[config.mk]
export PLATFORM = sky130hd
export DESIGN_NAME = selective_repeat_sender_window_core_flat
export DESIGN_NICKNAME = d
export VERILOG_FILES = /design/src/hdl/srsw_pkg.sv /design/src/hdl/srsw_if.sv /design/src/hdl/selective_repeat_sender_window_core.sv /design/src/flat_wrapper.sv
export SDC_FILE = /design/constraint.sdc
export NUM_CORES = 1
export LEC_CHECK = 0
export ABC_AREA = 1
export BUFFER_PORTS_ARGS = -buffer_cell sky130_fd_sc_hd__buf_4
export CORE_MARGIN = 3
export CORE_UTILIZATION = 47
export DETAILED_ROUTE_END_ITERATION = 6
export RECOVER_POWER = 25
export SLEW_MARGIN = 20
export SYNTH_ARGS = -nofsm -noshare
export SYNTH_HDL_FRONTEND = slang
export SYNTH_SLANG_ARGS = --single-unit
[constraint.sdc]
create_clock -name clk -period 9.5 [get_ports clk]
set_clock_uncertainty 0.15 [all_clocks]
set_input_delay 1.9 -clock clk [delete_from_list [all_inputs] [get_ports clk]]
set_output_delay 1.9 -clock clk [all_outputs]
set_load 0.005 [all_outputs]
[src/hdl/srsw_pkg.sv]
// Shared constants and types for the selective-repeat sender window block.
`default_nettype none

package srsw_pkg;

    // Slot count of the window store; kept a power of two so the slot index is a bit slice.
    localparam int MAX_WINDOW = 16;
    localparam int SLOT_W     = $clog2(MAX_WINDOW);

    localparam int SEQ_W  = 32;
    localparam int TICK_W = 32;
    localparam int WIN_W  = 5;
    localparam int TOT_W  = 20;
    localparam int TMO_W  = 24;
    localparam int SID_W  = 32;
    localparam int CMD_W  = 2;
    localparam int ATYP_W = 4;
    localparam int PTYP_W = 2;
    localparam int PH_W   = 3;

    localparam int ADDR_W = 4;
    localparam int DATA_W = 32;

    // Register indexes (paddr[3:2])
    localparam logic [1:0] REG_WINDOW_SIZE   = 2'd0;
    localparam logic [1:0] REG_TOTAL_PACKETS = 2'd1;
    localparam logic [1:0] REG_TIMEOUT_TICKS = 2'd2;
    localparam logic [1:0] REG_SESSION_ID    = 2'd3;

    localparam logic [WIN_W-1:0] WINDOW_SIZE_RST   = WIN_W'(4);
    localparam logic [TOT_W-1:0] TOTAL_PACKETS_RST = '0;
    localparam logic [TMO_W-1:0] TIMEOUT_TICKS_RST = TMO_W'(500);
    localparam logic [SID_W-1:0] SESSION_ID_RST    = '0;

    // Input commands
    localparam logic [CMD_W-1:0] CMD_TICK  = 2'd0;
    localparam logic [CMD_W-1:0] CMD_ACK   = 2'd1;
    localparam logic [CMD_W-1:0] CMD_BEGIN = 2'd2;

    // Packet types
    localparam logic [PTYP_W-1:0] PKT_START = 2'd0;
    localparam logic [PTYP_W-1:0] PKT_END   = 2'd1;
    localparam logic [PTYP_W-1:0] PKT_DATA  = 2'd2;

    localparam logic [ATYP_W-1:0] ACK_TYPE = 4'd3;

    typedef enum logic [PH_W-1:0] {
        PH_IDLE  = 3'd0,
        PH_START = 3'd1,
        PH_DATA  = 3'd2,
        PH_END   = 3'd3,
        PH_DONE  = 3'd4
    } phase_t;

endpackage

`default_nettype wire

[src/hdl/srsw_if.sv]
// Valid/ready channel interfaces for the command input and the packet output.
`default_nettype none

interface srsw_in_if;
    import srsw_pkg::*;

    logic              valid;
    logic              ready;
    logic [CMD_W-1:0]  command;
    logic [ATYP_W-1:0] ack_type;
    logic [SEQ_W-1:0]  ack_seq;
    logic [SEQ_W-1:0]  ack_checksum;

    modport source (output valid, command, ack_type, ack_seq, ack_checksum, input ready);
    modport sink   (input valid, command, ack_type, ack_seq, ack_checksum, output ready);
endinterface

interface srsw_out_if;
    import srsw_pkg::*;

    logic              valid;
    logic              ready;
    logic [PTYP_W-1:0] send_type;
    logic [SEQ_W-1:0]  send_seq;
    logic              last_of_run;
    logic [PH_W-1:0]   phase;

    modport source (output valid, send_type, send_seq, last_of_run, phase, input ready);
    modport sink   (input valid, send_type, send_seq, last_of_run, phase, output ready);
endinterface

`default_nettype wire

[src/hdl/selective_repeat_sender_window_core.sv]
// Selective-repeat sender window control: handshake phases, window scan and slide.
//
//  channel | dir | transfer when      | payload
//  --------+-----+--------------------+------------------------------------------
//  req     | in  | valid && ready     | command, ack_type, ack_seq, ack_checksum
//  snd     | out | valid && ready     | send_type, send_seq, last_of_run, phase
//  apb     | in  | psel&penable&pwrite| paddr[3:2] selects register, pwdata
//
//  One command at a time. A tick in the data phase scans the window slot by slot. A data
//  ack marks its slot, slides the base over acked slots when it acks the base, then scans.
//  The slot scan walks the window through one shared timeout subtract/compare.
//  Reset clears phase, counters and per-slot flags; no clearing pass is needed.
//  A stalled output blocks the scan only when a second packet is ready to go.
`default_nettype none

module selective_repeat_sender_window_core (
    input  wire logic                       clk,
    input  wire logic                       rst_n,
    srsw_in_if.sink                         req,
    srsw_out_if.source                      snd,
    input  wire logic                       psel,
    input  wire logic                       penable,
    input  wire logic                       pwrite,
    input  wire logic [srsw_pkg::ADDR_W-1:0] paddr,
    input  wire logic [srsw_pkg::DATA_W-1:0] pwdata,
    output logic      [srsw_pkg::DATA_W-1:0] prdata,
    output logic                            pready
);
    import srsw_pkg::*;

    typedef enum logic [2:0] {
        S_IDLE,
        S_TICK,
        S_ACK,
        S_ACK_RANGE,
        S_SLIDE,
        S_SCAN_INIT,
        S_SCAN,
        S_FIN
    } state_t;

    // ---------------- configuration ----------------
    logic [WIN_W-1:0] window_size_reg;
    logic [TOT_W-1:0] total_packets_reg;
    logic [TMO_W-1:0] timeout_ticks_reg;
    logic [SID_W-1:0] session_id_reg;

    logic cfg_we;
    assign cfg_we = psel && penable && pwrite;
    assign pready = 1'b1;

    always_ff @(posedge clk or negedge rst_n)
    begin
        if (!rst_n)
        begin
            window_size_reg   <= WINDOW_SIZE_RST;
            total_packets_reg <= TOTAL_PACKETS_RST;
            timeout_ticks_reg <= TIMEOUT_TICKS_RST;
            session_id_reg    <= SESSION_ID_RST;
        end
        else if (cfg_we)
        begin
            unique case (paddr[3:2])
                REG_WINDOW_SIZE:   window_size_reg   <= pwdata[WIN_W-1:0];
                REG_TOTAL_PACKETS: total_packets_reg <= pwdata[TOT_W-1:0];
                REG_TIMEOUT_TICKS: timeout_ticks_reg <= pwdata[TMO_W-1:0];
                REG_SESSION_ID:    session_id_reg    <= pwdata[SID_W-1:0];
                default:           ;
            endcase
        end
    end

    always_comb
    begin
        unique case (paddr[3:2])
            REG_WINDOW_SIZE:   prdata = DATA_W'(window_size_reg);
            REG_TOTAL_PACKETS: prdata = DATA_W'(total_packets_reg);
            REG_TIMEOUT_TICKS: prdata = DATA_W'(timeout_ticks_reg);
            REG_SESSION_ID:    prdata = DATA_W'(session_id_reg);
            default:           prdata = '0;
        endcase
    end

    // ---------------- state ----------------
    state_t               state_reg, state_next;
    phase_t               phase_reg, phase_next;
    logic [TICK_W-1:0]    tick_reg, tick_next;
    logic [TICK_W-1:0]    hs_at_reg, hs_at_next;
    logic [TOT_W-1:0]     base_reg, base_next;
    logic [TOT_W-1:0]     scan_reg, scan_next;
    logic [TOT_W-1:0]     wend_reg, wend_next;
    logic [MAX_WINDOW-1:0] acked_reg, acked_next;
    logic [MAX_WINDOW-1:0] ever_reg, ever_next;
    logic [TICK_W-1:0]    sent_at_mem [MAX_WINDOW];

    logic [CMD_W-1:0]     cmd_reg, cmd_next;
    logic [ATYP_W-1:0]    atype_reg, atype_next;
    logic [SEQ_W-1:0]     aseq_reg, aseq_next;
    logic [SEQ_W-1:0]     acks_reg, acks_next;

    // one-deep hold: the newest packet waits here until it is known to be last or not
    logic                 hold_valid_reg, hold_valid_next;
    logic [PTYP_W-1:0]    hold_type_reg, hold_type_next;
    logic [SEQ_W-1:0]     hold_seq_reg, hold_seq_next;
    phase_t               hold_phase_reg, hold_phase_next;

    logic                 out_valid_reg, out_valid_next;
    logic [PTYP_W-1:0]    out_type_reg, out_type_next;
    logic [SEQ_W-1:0]     out_seq_reg, out_seq_next;
    logic                 out_last_reg, out_last_next;
    phase_t               out_phase_reg, out_phase_next;

    logic                 sent_we;
    logic [SLOT_W-1:0]    sent_idx;

    // ---------------- datapath helpers ----------------
    logic [WIN_W-1:0]  eff_win;
    logic [TOT_W:0]    win_sum;
    logic [TOT_W-1:0]  wend_calc;
    logic [SLOT_W-1:0] scan_slot;
    logic [TICK_W-1:0] cmp_ref;
    logic              timed_out;
    logic              hdr_ok;
    logic              out_free;
    logic              can_push;
    logic              emit;
    logic [PTYP_W-1:0] emit_type;
    logic [SEQ_W-1:0]  emit_seq;

    always_comb
    begin
        if (window_size_reg == '0)
            eff_win = WIN_W'(1);
        else if (window_size_reg > WIN_W'(MAX_WINDOW))
            eff_win = WIN_W'(MAX_WINDOW);
        else
            eff_win = window_size_reg;
    end

    assign win_sum   = {1'b0, base_reg} + (TOT_W+1)'(eff_win);
    assign wend_calc = (win_sum < {1'b0, total_packets_reg}) ? win_sum[TOT_W-1:0]
                                                             : total_packets_reg;
    assign scan_slot = scan_reg[SLOT_W-1:0];

    // shared elapsed-time compare: handshake time or the scanned slot's send time
    assign cmp_ref   = (state_reg == S_SCAN) ? sent_at_mem[scan_slot] : hs_at_reg;
    assign timed_out = (tick_reg - cmp_ref) >= TICK_W'(timeout_ticks_reg);

    assign hdr_ok    = (acks_reg == '0) && (atype_reg == ACK_TYPE);
    assign out_free  = !out_valid_reg || snd.ready;
    assign can_push  = !hold_valid_reg || out_free;

    assign req.ready = (state_reg == S_IDLE);

    always_comb
    begin
        state_next      = state_reg;
        phase_next      = phase_reg;
        tick_next       = tick_reg;
        hs_at_next      = hs_at_reg;
        base_next       = base_reg;
        scan_next       = scan_reg;
        wend_next       = wend_reg;
        acked_next      = acked_reg;
        ever_next       = ever_reg;
        cmd_next        = cmd_reg;
        atype_next      = atype_reg;
        aseq_next       = aseq_reg;
        acks_next       = acks_reg;
        hold_valid_next = hold_valid_reg;
        hold_type_next  = hold_type_reg;
        hold_seq_next   = hold_seq_reg;
        hold_phase_next = hold_phase_reg;
        out_valid_next  = out_valid_reg;
        out_type_next   = out_type_reg;
        out_seq_next    = out_seq_reg;
        out_last_next   = out_last_reg;
        out_phase_next  = out_phase_reg;
        sent_we         = 1'b0;
        sent_idx        = scan_slot;
        emit            = 1'b0;
        emit_type       = PKT_DATA;
        emit_seq        = SEQ_W'(scan_reg);

        if (out_valid_reg && snd.ready)
            out_valid_next = 1'b0;

        unique case (state_reg)
            S_IDLE:
            begin
                if (req.valid)
                begin
                    cmd_next   = req.command;
                    atype_next = req.ack_type;
                    aseq_next  = req.ack_seq;
                    acks_next  = req.ack_checksum;
                    state_next = S_FIN;
                    if (req.command == CMD_TICK)
                    begin
                        tick_next  = tick_reg + 1'b1;
                        state_next = S_TICK;
                    end
                    else if (req.command == CMD_ACK)
                    begin
                        state_next = S_ACK;
                    end
                    else if (req.command == CMD_BEGIN &&
                             (phase_reg == PH_IDLE || phase_reg == PH_DONE))
                    begin
                        // hold is always empty here, so the start packet goes straight in
                        base_next  = '0;
                        acked_next = '0;
                        ever_next  = '0;
                        phase_next = PH_START;
                        hs_at_next = tick_reg;
                        emit       = 1'b1;
                        emit_type  = PKT_START;
                        emit_seq   = session_id_reg;
                    end
                end
            end

            S_TICK:
            begin
                if (phase_reg == PH_START || phase_reg == PH_END)
                begin
                    if (!timed_out)
                        state_next = S_FIN;
                    else if (can_push)
                    begin
                        hs_at_next = tick_reg;
                        emit       = 1'b1;
                        emit_type  = (phase_reg == PH_START) ? PKT_START : PKT_END;
                        emit_seq   = session_id_reg;
                        state_next = S_FIN;
                    end
                end
                else if (phase_reg == PH_DATA)
                    state_next = S_SCAN_INIT;
                else
                    state_next = S_FIN;
            end

            S_ACK:
            begin
                state_next = S_FIN;
                if (hdr_ok && aseq_reg == session_id_reg)
                begin
                    if (phase_reg == PH_START)
                    begin
                        phase_next = PH_DATA;
                        state_next = S_SCAN_INIT;
                    end
                    else if (phase_reg == PH_END)
                        phase_next = PH_DONE;
                end
                else if (hdr_ok && phase_reg == PH_DATA)
                    state_next = S_ACK_RANGE;
            end

            S_ACK_RANGE:
            begin
                if (aseq_reg >= SEQ_W'(base_reg) && aseq_reg < SEQ_W'(wend_calc))
                begin
                    acked_next[aseq_reg[SLOT_W-1:0]] = 1'b1;
                    state_next = (aseq_reg == SEQ_W'(base_reg)) ? S_SLIDE : S_SCAN_INIT;
                end
                else
                    state_next = S_FIN;
            end

            S_SLIDE:
            begin
                // acked slots all lie within one window span, so this stops by itself
                if (base_reg < total_packets_reg && acked_reg[base_reg[SLOT_W-1:0]])
                begin
                    acked_next[base_reg[SLOT_W-1:0]] = 1'b0;
                    ever_next[base_reg[SLOT_W-1:0]]  = 1'b0;
                    base_next = base_reg + 1'b1;
                end
                else
                    state_next = S_SCAN_INIT;
            end

            S_SCAN_INIT:
            begin
                if (base_reg >= total_packets_reg)
                begin
                    if (can_push)
                    begin
                        phase_next = PH_END;
                        hs_at_next = tick_reg;
                        emit       = 1'b1;
                        emit_type  = PKT_END;
                        emit_seq   = session_id_reg;
                        state_next = S_FIN;
                    end
                end
                else
                begin
                    scan_next  = base_reg;
                    wend_next  = wend_calc;
                    state_next = S_SCAN;
                end
            end

            S_SCAN:
            begin
                if (scan_reg < wend_reg)
                begin
                    if (!acked_reg[scan_slot] && (!ever_reg[scan_slot] || timed_out))
                    begin
                        if (can_push)
                        begin
                            ever_next[scan_slot] = 1'b1;
                            sent_we   = 1'b1;
                            emit      = 1'b1;
                            scan_next = scan_reg + 1'b1;
                        end
                    end
                    else
                        scan_next = scan_reg + 1'b1;
                end
                else
                    state_next = S_FIN;
            end

            S_FIN:
            begin
                if (!hold_valid_reg)
                    state_next = S_IDLE;
                else if (out_free)
                begin
                    out_valid_next  = 1'b1;
                    out_type_next   = hold_type_reg;
                    out_seq_next    = hold_seq_reg;
                    out_phase_next  = hold_phase_reg;
                    out_last_next   = 1'b1;
                    hold_valid_next = 1'b0;
                    state_next      = S_IDLE;
                end
            end

            default: state_next = S_IDLE;
        endcase

        // a new packet pushes the held one out as not-last
        if (emit)
        begin
            if (hold_valid_reg)
            begin
                out_valid_next = 1'b1;
                out_type_next  = hold_type_reg;
                out_seq_next   = hold_seq_reg;
                out_phase_next = hold_phase_reg;
                out_last_next  = 1'b0;
            end
            hold_valid_next = 1'b1;
            hold_type_next  = emit_type;
            hold_seq_next   = emit_seq;
            hold_phase_next = phase_next;
        end
    end

    always_ff @(posedge clk or negedge rst_n)
    begin
        if (!rst_n)
        begin
            state_reg      <= S_IDLE;
            phase_reg      <= PH_IDLE;
            tick_reg       <= '0;
            hs_at_reg      <= '0;
            base_reg       <= '0;
            acked_reg      <= '0;
            ever_reg       <= '0;
            hold_valid_reg <= 1'b0;
            out_valid_reg  <= 1'b0;
        end
        else
        begin
            state_reg      <= state_next;
            phase_reg      <= phase_next;
            tick_reg       <= tick_next;
            hs_at_reg      <= hs_at_next;
            base_reg       <= base_next;
            acked_reg      <= acked_next;
            ever_reg       <= ever_next;
            hold_valid_reg <= hold_valid_next;
            out_valid_reg  <= out_valid_next;
        end
    end

    always_ff @(posedge clk)
    begin
        scan_reg       <= scan_next;
        wend_reg       <= wend_next;
        cmd_reg        <= cmd_next;
        atype_reg      <= atype_next;
        aseq_reg       <= aseq_next;
        acks_reg       <= acks_next;
        hold_type_reg  <= hold_type_next;
        hold_seq_reg   <= hold_seq_next;
        hold_phase_reg <= hold_phase_next;
        out_type_reg   <= out_type_next;
        out_seq_reg    <= out_seq_next;
        out_last_reg   <= out_last_next;
        out_phase_reg  <= out_phase_next;
        if (sent_we)
            sent_at_mem[sent_idx] <= tick_reg;
    end

    assign snd.valid       = out_valid_reg;
    assign snd.send_type   = out_type_reg;
    assign snd.send_seq    = out_seq_reg;
    assign snd.last_of_run = out_last_reg;
    assign snd.phase       = out_phase_reg;

    // ---------------- assertions ----------------
    // a command is fully finished before the next is taken
    a_one_at_a_time: assert property (@(posedge clk) disable iff (!rst_n)
        (req.valid && req.ready) |=> !req.ready)
        else $error("command accepted while previous one still in progress");

    // every run is flushed before going back to idle
    a_hold_flushed: assert property (@(posedge clk) disable iff (!rst_n)
        (state_reg == S_IDLE) |-> !hold_valid_reg)
        else $error("held packet left behind at end of command");

    // a non-final packet on the output always has a successor waiting
    a_not_last_has_next: assert property (@(posedge clk) disable iff (!rst_n)
        (out_valid_reg && !out_last_reg) |-> hold_valid_reg)
        else $error("non-final packet without a following packet");

    // the ignored command code and command register agree on the short path
    a_unknown_cmd_idle: assert property (@(posedge clk) disable iff (!rst_n)
        ($past(state_reg) == S_IDLE && state_reg == S_FIN && cmd_reg != CMD_BEGIN)
        |-> !hold_valid_reg)
        else $error("ignored command produced a packet");

endmodule

`default_nettype wire
[src/flat_wrapper.sv]
// flat-port wrapper written by rule: the top's interface ports become plain ports
module selective_repeat_sender_window_core_flat import srsw_pkg::*;
  (clk, rst_n, psel, penable, pwrite, paddr, pwdata, prdata, pready, req_valid, req_command, req_ack_type, req_ack_seq, req_ack_checksum, req_ready, snd_valid, snd_send_type, snd_send_seq, snd_last_of_run, snd_phase, snd_ready);
  srsw_in_if req_i ();
  srsw_out_if snd_i ();
  input  wire logic clk;
  input  wire logic rst_n;
  input  wire logic psel;
  input  wire logic penable;
  input  wire logic pwrite;
  input  wire logic [srsw_pkg::ADDR_W-1:0] paddr;
  input  wire logic [srsw_pkg::DATA_W-1:0] pwdata;
  output logic      [srsw_pkg::DATA_W-1:0] prdata;
  output logic pready;
  input wire logic [$bits(req_i.valid)-1:0] req_valid;
  input wire logic [$bits(req_i.command)-1:0] req_command;
  input wire logic [$bits(req_i.ack_type)-1:0] req_ack_type;
  input wire logic [$bits(req_i.ack_seq)-1:0] req_ack_seq;
  input wire logic [$bits(req_i.ack_checksum)-1:0] req_ack_checksum;
  output wire logic [$bits(req_i.ready)-1:0] req_ready;
  output wire logic [$bits(snd_i.valid)-1:0] snd_valid;
  output wire logic [$bits(snd_i.send_type)-1:0] snd_send_type;
  output wire logic [$bits(snd_i.send_seq)-1:0] snd_send_seq;
  output wire logic [$bits(snd_i.last_of_run)-1:0] snd_last_of_run;
  output wire logic [$bits(snd_i.phase)-1:0] snd_phase;
  input wire logic [$bits(snd_i.ready)-1:0] snd_ready;
  assign req_i.valid = req_valid;
  assign req_i.command = req_command;
  assign req_i.ack_type = req_ack_type;
  assign req_i.ack_seq = req_ack_seq;
  assign req_i.ack_checksum = req_ack_checksum;
  assign req_ready = req_i.ready;
  assign snd_valid = snd_i.valid;
  assign snd_send_type = snd_i.send_type;
  assign snd_send_seq = snd_i.send_seq;
  assign snd_last_of_run = snd_i.last_of_run;
  assign snd_phase = snd_i.phase;
  assign snd_i.ready = snd_ready;
  selective_repeat_sender_window_core u_core (.clk(clk), .rst_n(rst_n), .req(req_i), .snd(snd_i), .psel(psel), .penable(penable), .pwrite(pwrite), .paddr(paddr), .pwdata(pwdata), .prdata(prdata), .pready(pready));
endmodule
==> run summary <==
Synth area leaders: edfxtp_1, dfrtp_1, o21ai_0
IO Count: 186
Yosys cell types: 72
Layout area overhead: 13.2%
Fmax: 0.128 GHz
Worst-Margin Slew: 1.07 ns
Detailed placer's ending HPWL: 87.7 mm
Vias: 34,137
Post-layout nets: 4,834
Share of cells above drive strength 1: 10.8%
Number of buffers created by CTS: 96
Total wire length: 133 mm
Internal power: 8.97 mW
Worst Min Path Start: u_core.ever_reg[9]
Synth warnings: 0
Residual DRC: 0
Syn_area_per_cell: 10.1 um2
Reg-to-reg slack, setup: 1.72 ns
Max IR drop VDD: 0.196 mV
#FFs+latches synth: 904
Reg2Reg Depth: 27
Post-route clock period utilization: 81.9%
First-pass GRT wire length: 199 mm
Worst Setup End Kind: register
Clock Path Buffers: 3
GP Congestion: 0.932
# Max-Cap Violations: 0
Switch Pwr: 6.20 mW
Grt ovf: 0
Hold Slack: 0.325 ns
CTS tree: built
Total power draw: 15.2 mW
Initial antenna violation count: 2
Max Fanout on Critical Path: 116
Largest net degree at the start of global routing: 127
Final hold violation count: 0
EDFF count, synth: 695
CORE AREA: 93,600 um2
Worst path top cell family by delay: compound AO/OA/AOI/OAI gates
Clock group share of total power: 24.3%
Ys flop type: edfxtp_1
Top-count cell post-synth: edfxtp_1
Fin. max-slew vios: 0
Synth top area share: 46.9%
DRT Pass-1 Iters: 6
Ys async rst share: 22.7%
Sequential Power Share: 35.2%
Critical-path top delay cell: buf_4
Initial Util: 47.6%
# resized after CTS: 0
Clock sink count: 904
Gr usage total: 26.7%
Worst skew pair latency: 0.69 ns
DR WL/cell: 22.6 um
Slew HR: 28.9%
Synth top cells by count: edfxtp_1, nand2_1, o21ai_0
Hold_buf cts: 0
Critical Path Most Common Cell: o21ai_0
Hold Crit Depth: 2
Max H-tree Level: 3
Largest Register: u_core.sent_at_mem
P_leak: 18.4 nW
Comb pwr share: 40.4%
Final setup violation count: 0
Number of DRC markers in iteration 0: 3,820
Full die area: 98,500 um2
Die width: 314 um
Power Density: 301 nW/um2
Max reg flops: 512
Seq/Total Area, Yosys: 58.6%
Crit path largest cell delay: 0.67 ns
Hold Path Sink: u_core.ever_reg[9]
Switching share of power: 40.9%
Worst setup SP type: register
Hold Crit Class: register to register
Clock root cell: clkbuf_16
Run status: completed
Post-CTS Setup Inserts: 0
Via density: 5.80
Worst EP arrival: 8.15 ns
Tmin final: 7.78 ns
Worst path required time: 9.87 ns
CTS clk-pin slew, worst paths: 0.06 ns
Util after Layout: 53.9%
Kind of critical path: register to register
I/O Buffers: 182
Largest area contributor in the netlist: edfxtp_1
Cells after Synth: 4,411
Final TNS setup: 0 ns
Vias in the first global route: 31,718
Synth Cell Area: 44,500 um2
Height of the die: 314 um
RSZ-0062 raised after global routing: no
WP buf/inv: 3
Std cell rows: 112
Syn Nets: 4,692
Detail Route Antenna Nets: 0
Reg2reg end: u_core.hs_at_reg[18]
[tightest hold or removal path, cell delays in order, from the launching register on]
cell	delay (ns)
dfrtp_1	0.35
nand2_1	0.05
nand2_1	0.04
[metal layers]
layer | global-route usage [%] | wire length (um) | vias to the layer above
met5 | 0 | 0 | -
met4 | 7.94 | 3940 | 0
met3 | 4.02 | 10200 | 200
met2 | 41.1 | 59300 | 1364
met1 | 39.2 | 59600 | 16608
li1 | - | - | 15965
[worst max-delay path by stage]
stage / depth (start not counted) / to / slack (ns)
6_report: 27 / u_core.hs_at_reg[18] / 1.72
5_1_grt: 27 / u_core.hs_at_reg[19] / 1.17
4_1_cts: 27 / u_core.hold_seq_reg[22] / 1.75
3_5_place_dp: 27 / u_core.hold_seq_reg[22] / 1.77
3_3_place_gp: 27 / register / 1.77
2_1_floorplan: 31 / u_core.sent_at_mem[12][0] / 1.99
[per-stage QoR]
step	area [um2]	std cells	setup WS, ns
after floorplan	44500	4411	1.99
after global placement	47300	5709	1.77
after detailed placement	47300	5709	1.77
after CTS	50400	5885	1.75
after global routing	50400	5887	1.17
final	50400	5887	1.72
[layout by cell type, fill, tap and decap left out, types with 34 or more instances in the layout]
master,synthesis,layout
o221ai_1,123,123
dfrtp_1,198,197
edfxtp_1,695,695
nand4_1,67,67
nand2_1,641,641
nor2_1,527,518
clkbuf_16,0,100
o22ai_1,34,34
buf_4,4,250
a21oi_1,172,172
o21ai_0,554,554
inv_1,356,355
xor2_1,89,89
nand3_1,248,248
ha_1,166,166
[power groups by stage]
stage / Combinational, mW / Clock, mW / Sequential [mW]
after floorplan: 4.17 / 0 / 5.26
after global placement: 5.98 / 0 / 5.40
after detailed placement: 6.06 / 0 / 5.41
after CTS: 6.08 / 3.75 / 5.34
after global routing: 6.83 / 3.90 / 5.40
final: 6.13 / 3.69 / 5.35
[layout make-up]
cell class,instances,area [um2]
Fill cell,8388,43200
Sequential cell,904,26100
Multi-Input combinational cell,2925,16300
Clock buffer,137,2710
Timing Repair Buffer,256,1990
Tap cell,1254,1570
Inverter,370,1400
Clock inverter,39,374
Antenna cell,2,5.00
[logic make-up after synthesis]
group           count (synthesis)  share of synthesized area [%]
compound gates               1023                           13.5
simple gates                 1631                           16.0
xor+xnor                      101                           1.99
fa+ha+maj                     168                           4.75
mux                             1                         0.0253
flops                         904                           58.6
buf+inv                       582                           5.17
other cells                     1                        0.00842
(Power assumes the default switching activity.)
